$ cat config.mk
export PLATFORM = sky130hd
export DESIGN_NAME = lbsp_shift_unit
export DESIGN_NICKNAME = d
export VERILOG_FILES = /design/src/sv/lbsp_pkg.sv /design/src/sv/lbsp_shift_unit.sv
export SDC_FILE = /design/constraint.sdc
export NUM_CORES = 1
export LEC_CHECK = 0
export CAP_MARGIN = 20
export CORE_MARGIN = 2
export CORE_UTILIZATION = 60
export DETAILED_ROUTE_END_ITERATION = 12
export DONT_BUFFER_PORTS = 1
export PLACE_DENSITY = 0.76
export SETUP_SLACK_MARGIN = 0.02
export SLEW_MARGIN = 20
export SYNTH_ARGS = -nofsm -noshare
export SYNTH_HDL_FRONTEND = slang
export SYNTH_SLANG_ARGS = --single-unit
$ cat constraint.sdc
create_clock -name vclk -period 9.6
set_clock_uncertainty 0.05 [all_clocks]
set_input_delay 1.92 -clock vclk [all_inputs]
set_output_delay 1.92 -clock vclk [all_outputs]
set_load 0.02 [all_outputs]
$ cat src/sv/lbsp_pkg.sv
package lbsp_pkg;

    localparam int STORE_BYTES_DEF    = 1024;
    localparam int MAX_FIELD_BITS_DEF = 32;

    localparam int FUNC_W   = 3;
    localparam int COUNT_W  = 6;
    localparam int DATA_W   = 32;
    localparam int POS_W    = 11;
    localparam int STATUS_W = 2;
    localparam int SHIFT_W  = 7;

    typedef enum logic [FUNC_W-1:0] {
        FN_ATTACH = 3'd0,
        FN_SEEK   = 3'd1,
        FN_WRITE  = 3'd2,
        FN_READ   = 3'd3,
        FN_LOAD   = 3'd4,
        FN_FETCH  = 3'd5
    } func_t;

    typedef enum logic [STATUS_W-1:0] {
        ST_OK   = 2'd0,
        ST_DIR  = 2'd1,
        ST_ROOM = 2'd2
    } status_t;

    typedef struct packed {
        logic [2:0]         off;
        logic [COUNT_W-1:0] rem;
        logic [7:0]         old_byte;
        logic [7:0]         rd_byte;
        logic [DATA_W-1:0]  val;
        logic [SHIFT_W-1:0] sh;
    } unit_in_t;

    typedef struct packed {
        logic [3:0]        take;
        logic [7:0]        byte_out;
        logic [DATA_W-1:0] acc_or;
        logic [DATA_W-1:0] val_shift;
    } unit_out_t;

endpackage

$ cat src/sv/lbsp_shift_unit.sv
module lbsp_shift_unit
    import lbsp_pkg::*;
(
    input  unit_in_t  u_in,
    output unit_out_t u_out
);

    logic [3:0] avail;
    logic [3:0] take;
    logic [7:0] mask;
    logic [7:0] bits;
    logic [7:0] line;

    always_comb begin
        avail = 4'd8 - {1'b0, u_in.off};
        take  = (u_in.rem < {2'b00, avail}) ? u_in.rem[3:0] : avail;
        mask  = 8'((9'd1 << take) - 9'd1);
        bits  = u_in.val[7:0] & mask;
        line  = (u_in.rd_byte >> u_in.off) & mask;

        u_out.take      = take;
        u_out.byte_out  = u_in.old_byte | 8'({8'h00, bits} << u_in.off);
        u_out.val_shift = u_in.val >> take;
        u_out.acc_or    = (u_in.sh < SHIFT_W'(DATA_W))
                        ? ({{(DATA_W-8){1'b0}}, line} << u_in.sh[4:0])
                        : '0;
    end

endmodule
==> impl_metrics.py, run 1 <==
metrics = {
    "power_and_ir_drop": {
        "total_power_uw": 306.0,
        "ir_drop_uv": 72.30,
        "leakage_nw": 1.325,
        "power_density_nw_per_um2": 92.83,
    },
    "global_routing": {
        "grt_remaining_overflow": 0,
        "grt_pass1_vias": 3444,
        "grt_use_met1_pct": 42.35,
        "top_usage_layer": "met2",
        "antenna_found_initial": 0,
        "gr-usage-met3_pct": 6.437,
        "grtUsageMet2_pct": 52.31,
        "grt_start_max_net_pins": 31,
        "grt_first_pass_wirelength_mm": 16.57,
        "track_usage_pct": 31.67,
    },
    "routing": {
        "dr.pass1.iters": 6,
        "postRouteAntennaNets": 0,
        "wl_per_cell_um": 21.66,
        "drtIter0Drc": 337,
        "vias": 3610,
        "drc": 0,
        "drt_wl_total_mm": 10.46,
        "vias_per_cell": 7.474,
    },
    "yosys": {
        "syn-instance-count": 435,
        "synth-simple-area-share_pct": 18.62,
        "synth_warnings": 0,
        "synth-xor-area-share_pct": 1.570,
        "ys_types": 80,
        "ys_seq_area_share_pct": 0,
        "synth-adder-area-share_pct": 1.495,
        "synth_top_family_by_area": "multiplexers",
        "synth.area.mux_share_pct": 40.52,
        "synth.cell_area_um2": 3347,
        "synth-compound-area-share_pct": 30.62,
        "synth.avg_cell_area_um2": 7.694,
        "mappedNetlistNets": 503,
    },
    "cts": {
        "cts_hold_buf": 0,
        "cts.repair.resized": 0,
        "post_cts_buffers": 0,
    },
    "flow_run": {
        "drv_cap": 0,
    },
    "placed_design": {
        "pre_cts_ws_ns": 0.8542,
        "dp_hpwl_mm": 8.302,
        "place_congestion": 0.9593,
        "portBuffers": 0,
        "dp.cells": 483,
    },
    "timing": {
        "setup_tns_ns": 0,
        "worst_slack_ns": 0.7838,
        "setup_viol": 0,
        "fin_crit_sh_pct": 91.83,
        "fmaxAchievable_ghz": 0.1134,
        "relSlewSlack_pct": 56.70,
        "maxSlewViolCount": 0,
        "hold_viol": 0,
        "min_period_ns": 8.816,
        "worst_pin_slew_ns": 0.6445,
        "rsz0062_at_grt": "no",
    },
    "layout": {
        "final_common_cell": "mux2i_1",
        "drive_gt1_share_pct": 13.63,
        "finalNetCount": 481,
        "flops_and_latches": 0,
        "diodes": 0,
        "final_cell_mix": "mux2i_1 (103), nand2_1 (35), nor2_1 (29), a21oi_1 (20), mux2_2 (19)",
        "area_delta_synth_final_pct": -1.495,
        "fin_cells": 483,
        "seq_area_um2": 0,
        "nClkBuffers": 0,
    },
    "setup_path": {
        "crit_buf_inv": 2,
        "crit_arrival_ns": 6.85,
        "worstSetupPathType": "in -> out",
        "crit_family": "compound AO/OA/AOI/OAI gates",
        "cp_cell_sequence": "or2_1, nor2_1, inv_1, ha_1, nor3_2, nand2_1, o311a_1, and2_4, inv_6, or3_1, ha_1, a21oi_1, mux2i_1, a221oi_4, o311ai_1, o21ai_2, o221ai_1",
        "required_ns": 7.63,
        "startpoint": "u_in[63]",
        "crit_top_cell": "ha_1",
        "critical_path.max_stage_delay_ns": 0.54,
        "worst_setup_path_start_kind": "primary input",
        "endpoint_kind": "output pin",
        "crit_slowest_cell": "o221ai_1",
        "worst-path-max-fanout": 30,
    },
    "floorplan": {
        "dieWidth_um": 78.69,
        "die_height_um": 78.69,
        "dieArea_um2": 6191,
        "ios": 140,
        "row_count": 27,
        "initial_utilization_pct": 61.54,
        "fp.coreArea_um2": 5439,
    },
    "hold_path": {
        "hold_start": "u_in[2]",
        "hp-class": "in -> out",
    },
    "run_status": {
        "status": "complete, no violations",
    },
}
-- routing by layer --
metal  routed length (um)  vias up
li1                     -     1641
met1                 4309     1678
met2                 4755      271
met3                 1245       20
met4                  149        0
met5                    0        -
-- cell usage after synthesis (5+ instances only) --
cell	count	area share, %
or3_1	6	1.1
mux2i_1	103	31
clkbuf_1	11	1.2
and3_1	5	0.93
nor2_1	29	3.3
a21oi_1	20	3.0
o22ai_1	12	2.2
and2_1	7	1.3
o221ai_1	9	2.4
mux2_2	19	6.4
o21ai_1	9	1.3
nand2_1	35	3.9
o211ai_1	12	2.7
inv_1	9	1.0
nor2b_1	8	1.5
nor3_1	11	1.6
buf_2	8	1.2
nand3_1	10	1.5
o21ai_0	7	1.0
-- cell families (layout without fill, tap and decap cells) --
logic type | count (synthesis) | after routing
simple gates | 127 | 127
compound gates | 128 | 128
mux | 130 | 130
fa+ha+maj | 4 | 4
buf+inv | 43 | 19
xor+xnor | 3 | 3
-- through the flow --
| step | utilization, % | hold slack (ns) | cell area, um^2 |
|---|---|---|---|
| floorplan | - | 3.940 | 3347 |
| global placement | 60.62 | 3.899 | 3297 |
| detailed placement | 60.62 | 3.899 | 3297 |
| CTS | 60.62 | 3.899 | 3297 |
| global route | 60.62 | 3.903 | 3297 |
| finish | 60.62 | 3.898 | 3297 |
-- where the power goes --
part / leakage (nW) / internal [mW] / total [mW] / switching [mW]
logic: 1.32 / 0.107 / 0.306 / 0.199
registers: 0 / 0 / 0 / 0
clock network: 0 / 0 / 0 / 0
-- area by class of cell --
type               count  area, um^2
repair buffers         4       30.03
well taps             72       90.09
inverters             15       63.81
fillers              511        2142
multi-input cells    392        3113
-- final timing paths --
path	end	slack [ns]	depth (start not counted)
worst max-delay path	u_out[46]	0.78	17
worst min-delay path	u_out[52]	3.90	1
Power figures use the tool's default switching activity.
==> run 2: changes to the inputs <==
--- a/config.mk
+++ b/config.mk
@@ -11,6 +11,7 @@
 export DETAILED_ROUTE_END_ITERATION = 12
 export DONT_BUFFER_PORTS = 1
 export PLACE_DENSITY = 0.76
+export RECOVER_POWER = 100
 export SETUP_SLACK_MARGIN = 0.02
 export SLEW_MARGIN = 20
 export SYNTH_ARGS = -nofsm -noshare
==> run 2 against run 1 <==
Critical path depth stayed put; via count fell by 0.33%; total power decreased by 2.6%; cell count unchanged; clock-buffer cell count unchanged; non-clock buffer count is the same; hold slack improved by 0.044 ns; largest power group unchanged; worst setup slack got worse by 0.14 ns; critical endpoint is now u_out[52]; sequential share of layout area stayed put.
==> impl_metrics.py, run 2 (synthesized netlist as in run 1, its figures left out) <==
metrics = {
    "timing": {
        "rsz0062_at_grt": "no",
        "hold_viol": 0,
        "fmaxAchievable_ghz": 0.1117,
        "setup_tns_ns": 0,
        "min_period_ns": 8.956,
        "worst_slack_ns": 0.6444,
        "worst_pin_slew_ns": 1.284,
        "maxSlewViolCount": 0,
        "fin_crit_sh_pct": 93.29,
        "relSlewSlack_pct": 14.42,
        "setup_viol": 0,
    },
    "power_and_ir_drop": {
        "p_int_uw": 101.5,
        "power_density_nw_per_um2": 92.13,
        "leakage_nw": 1.297,
        "sw_frac_of_total_pct": 65.93,
        "clockPowerShare_pct": 0,
        "ir_drop_uv": 70.29,
        "combinationalPowerShare_pct": 100.0,
        "seq_power_share_pct": 0,
        "p_switching_uw": 196.5,
    },
    "setup_path": {
        "endpoint_kind": "output pin",
        "worstSetupPathType": "in -> out",
        "worst_setup_path_start_kind": "primary input",
        "worst-path-max-fanout": 30,
        "required_ns": 7.63,
        "crit_arrival_ns": 6.99,
    },
    "layout": {
        "diodes": 0,
        "finalNetCount": 481,
        "final_common_cell": "mux2i_1",
        "nClkBuffers": 0,
        "area_delta_synth_final_pct": -3.327,
        "seq_area_um2": 0,
        "final_cell_mix": "mux2i_1 (103), nand2_1 (36), nor2_1 (29), a21oi_1 (21), mux2_2 (14)",
        "drive_gt1_share_pct": 9.976,
        "flops_and_latches": 0,
    },
    "routing": {
        "postRouteAntennaNets": 0,
        "dr.pass1.iters": 5,
        "drtIter0Drc": 294,
        "vias": 3598,
        "drt_wl_total_mm": 10.53,
        "wl_per_cell_um": 21.80,
        "drc": 0,
        "vias_per_cell": 7.449,
    },
    "floorplan": {
        "initial_utilization_pct": 61.54,
        "die_height_um": 78.69,
        "row_count": 27,
        "fp.coreArea_um2": 5439,
        "dieWidth_um": 78.69,
        "ios": 140,
        "dieArea_um2": 6191,
    },
    "global_routing": {
        "grt_remaining_overflow": 0,
        "antenna_found_initial": 0,
        "grt_start_max_net_pins": 31,
        "grt_first_pass_wirelength_mm": 16.57,
        "track_usage_pct": 31.67,
        "grt_pass1_vias": 3444,
    },
    "hold_path": {
        "hp-class": "in -> out",
    },
    "placed_design": {
        "portBuffers": 0,
        "pre_cts_ws_ns": 0.8542,
        "dp_hpwl_mm": 8.302,
        "place_congestion": 0.9593,
    },
    "cts": {
        "cts_hold_buf": 0,
        "cts.repair.resized": 0,
        "post_cts_buffers": 0,
    },
    "run_status": {
        "status": "complete, no violations",
    },
    "flow_run": {
        "drv_cap": 0,
    },
}
[run 2: routing by layer]
metal	global-route usage (%)	vias to the layer above	share of wire (%)
li1	-	1646	-
met1	42.35	1673	42
met2	52.31	263	45
met3	6.437	16	12
met4	6.667	0	1.3
met5	0	-	0
[run 2: worst max-delay path, stage by stage]
cell and delay, ns:
or2_0 0.32, nor2_1 0.35, inv_1 0.13, ha_1 0.23
nor3_2 0.40, nand2_1 0.15, o311a_1 0.39, and2_4 0.24
inv_6 0.28, or3_1 0.17, ha_1 0.40, and2_1 0.18
and3_1 0.18, a21oi_1 0.10, a211oi_1 0.52, o22ai_1 0.32
o31ai_1 0.68
[run 2: path summary, 6_finish.rpt]
kind	startpoint	end	slack [ns]	depth (start not counted)
setup / recovery	u_in[63]	u_out[52]	0.64	17
hold / removal	u_in[2]	u_out[52]	3.94	1
[run 2: power groups by stage]
stage / clock [mW] / combinational [mW] / sequential [mW]
after global routing: 0 / 0.317 / 0
after detailed placement: 0 / 0.301 / 0
after CTS: 0 / 0.301 / 0
after floorplan: 0 / 0.270 / 0
final: 0 / 0.298 / 0
after global placement: 0 / 0.295 / 0
[run 2: per-stage QoR]
stage	hold slack (ns)	util [%]	instances	total power, mW	cell area (um^2)
2_1_floorplan	3.940	-	435	0.2704	3347
3_3_place_gp	3.899	60.62	483	0.2946	3297
3_5_place_dp	3.899	60.62	483	0.3006	3297
4_1_cts	3.899	60.62	483	0.3015	3297
5_1_grt	3.942	59.49	483	0.3167	3236
6_report	3.942	59.49	483	0.2981	3236
[run 2: cell type report]
cell class | instances | area (um^2)
timing repair buffer | 4 | 22.52
multi-input combinational | 392 | 3059
tap | 72 | 90.09
inverter | 15 | 63.81
fill | 526 | 2203
==> run 3: changes to the inputs <==
--- a/config.mk
+++ b/config.mk
@@ -6,11 +6,12 @@
 export NUM_CORES = 1
 export LEC_CHECK = 0
 export CAP_MARGIN = 20
+export CORE_ASPECT_RATIO = 0.9
 export CORE_MARGIN = 2
 export CORE_UTILIZATION = 60
 export DETAILED_ROUTE_END_ITERATION = 12
 export DONT_BUFFER_PORTS = 1
-export PLACE_DENSITY = 0.76
+export PLACE_DENSITY = 0.83
 export RECOVER_POWER = 100
 export SETUP_SLACK_MARGIN = 0.02
 export SLEW_MARGIN = 20
==> run 3 against run 2 <==
The run now ends with max-capacitance violations left; first-iteration DRC count rose by 51%; die area about the same; wire length rose by 2.3%; critical path type unchanged; critical endpoint is now u_out[46].
==> impl_metrics.py, run 3 (synthesized netlist as in run 1, its figures left out) <==
metrics = {
    "hold_path": {
        "hp-class": "in -> out",
        "hold_start": "u_in[2]",
    },
    "setup_path": {
        "worst-path-max-fanout": 19,
        "crit_arrival_ns": 7.03,
        "worst_setup_path_start_kind": "primary input",
        "startpoint": "u_in[63]",
        "worstSetupPathType": "in -> out",
        "required_ns": 7.63,
        "endpoint_kind": "output pin",
    },
    "layout": {
        "diodes": 0,
        "final_cell_mix": "mux2i_1 (103), nand2_1 (36), nor2_1 (29), a21oi_1 (21), mux2_2 (14)",
        "nClkBuffers": 0,
        "area_delta_synth_final_pct": -3.477,
        "final_common_cell": "mux2i_1",
        "seq_area_um2": 0,
        "drive_gt1_share_pct": 10.00,
        "fin_cells": 477,
        "flops_and_latches": 0,
        "final_util_pct": 60.75,
        "finalNetCount": 480,
    },
    "cts": {
        "post_cts_buffers": 0,
        "cts.repair.resized": 0,
        "cts_hold_buf": 0,
    },
    "timing": {
        "fmaxAchievable_ghz": 0.1112,
        "setup_tns_ns": 0,
        "relSlewSlack_pct": 2.266,
        "maxSlewViolCount": 0,
        "worst_pin_slew_ns": 1.458,
        "rsz0062_at_grt": "no",
        "setup_viol": 0,
        "min_period_ns": 8.996,
        "hold_viol": 0,
        "fin_crit_sh_pct": 93.70,
    },
    "global_routing": {
        "antenna_found_initial": 0,
        "grt_pass1_vias": 3278,
        "grt_start_max_net_pins": 31,
        "grt_first_pass_wirelength_mm": 16.28,
        "grt_remaining_overflow": 0,
        "track_usage_pct": 32.55,
    },
    "run_status": {
        "violations": "max-capacitance violations",
        "status": "finished, violations left",
    },
    "routing": {
        "vias": 3629,
        "dr.pass1.iters": 5,
        "wl_per_cell_um": 22.57,
        "drtIter0Drc": 444,
        "postRouteAntennaNets": 0,
        "vias_per_cell": 7.608,
        "drt_wl_total_mm": 10.77,
        "drc": 0,
    },
    "power_and_ir_drop": {
        "leakage_nw": 1.297,
        "power_density_nw_per_um2": 92.61,
        "ir_drop_uv": 36.74,
    },
    "placed_design": {
        "dp_hpwl_mm": 8.468,
        "dp.cells": 477,
        "portBuffers": 0,
        "place_congestion": 0.9602,
    },
    "flow_run": {
        "drv_cap": 1,
    },
    "floorplan": {
        "ios": 140,
        "die_height_um": 74.86,
        "dieArea_um2": 6192,
        "dieWidth_um": 82.73,
        "fp.coreArea_um2": 5318,
        "initial_utilization_pct": 62.94,
        "row_count": 25,
    },
}
-- run 3: cell count changes in the layout (fill, tap and decap cells not counted), sizes merged --
cell	previous run	this run
clkinvlp	0	1
inv	13	12
clkbuf	2	1
-- run 3: path summary, 6_finish.rpt --
path  depth (start not counted)        end  slack, ns
max                          17  u_out[46]       0.60
min                           1  u_out[52]       3.91
-- run 3: critical path: stages --
cell and delay, ns:
or2_0 0.34, nor2_1 0.35, inv_1 0.14, ha_1 0.37, nor4_1 0.31, o22ai_2 0.15
inv_1 0.74, nor2_1 0.19, inv_1 0.17, ha_1 0.39, nor3_1 0.09, a21oi_1 0.14
mux2i_1 0.09, a221oi_1 0.70, o311ai_1 0.27, o21ai_0 0.29, o221ai_1 0.39
-- run 3: power by group --
part           internal (mW)  switching (mW)  leakage [nW]
clock network              0               0             0
registers                  0               0             0
logic                  0.102           0.197          1.30
-- run 3: cell type report --
cell class	count	area, um^2
Fill cell	518	2087
Tap cell	67	83.83
Multi-Input combinational cell	392	3065
Timing Repair Buffer	3	18.77
Inverter	15	62.56
-- run 3: metrics by stage --
| stage | total power, mW | worst slack, ns | hold WS (ns) | instance area (um^2) |
|---|---|---|---|---|
| after floorplan | 0.2704 | 0.8761 | 3.940 | 3347 |
| after CTS | 0.3013 | 0.9005 | 3.909 | 3283 |
| after detailed placement | 0.3003 | 0.9144 | 3.909 | 3283 |
| final | 0.2992 | 0.6043 | 3.910 | 3231 |
| after global placement | 0.2954 | 1.123 | 3.905 | 3283 |
| after global routing | 0.3152 | 0.2792 | 3.908 | 3231 |
-- run 3: metal layers --
metal | share of wire (%) | track usage (%)
met5 | 0 | 0
met4 | 1.6 | 4.918
met3 | 11 | 5.875
met2 | 47 | 54.93
met1 | 40 | 44.34
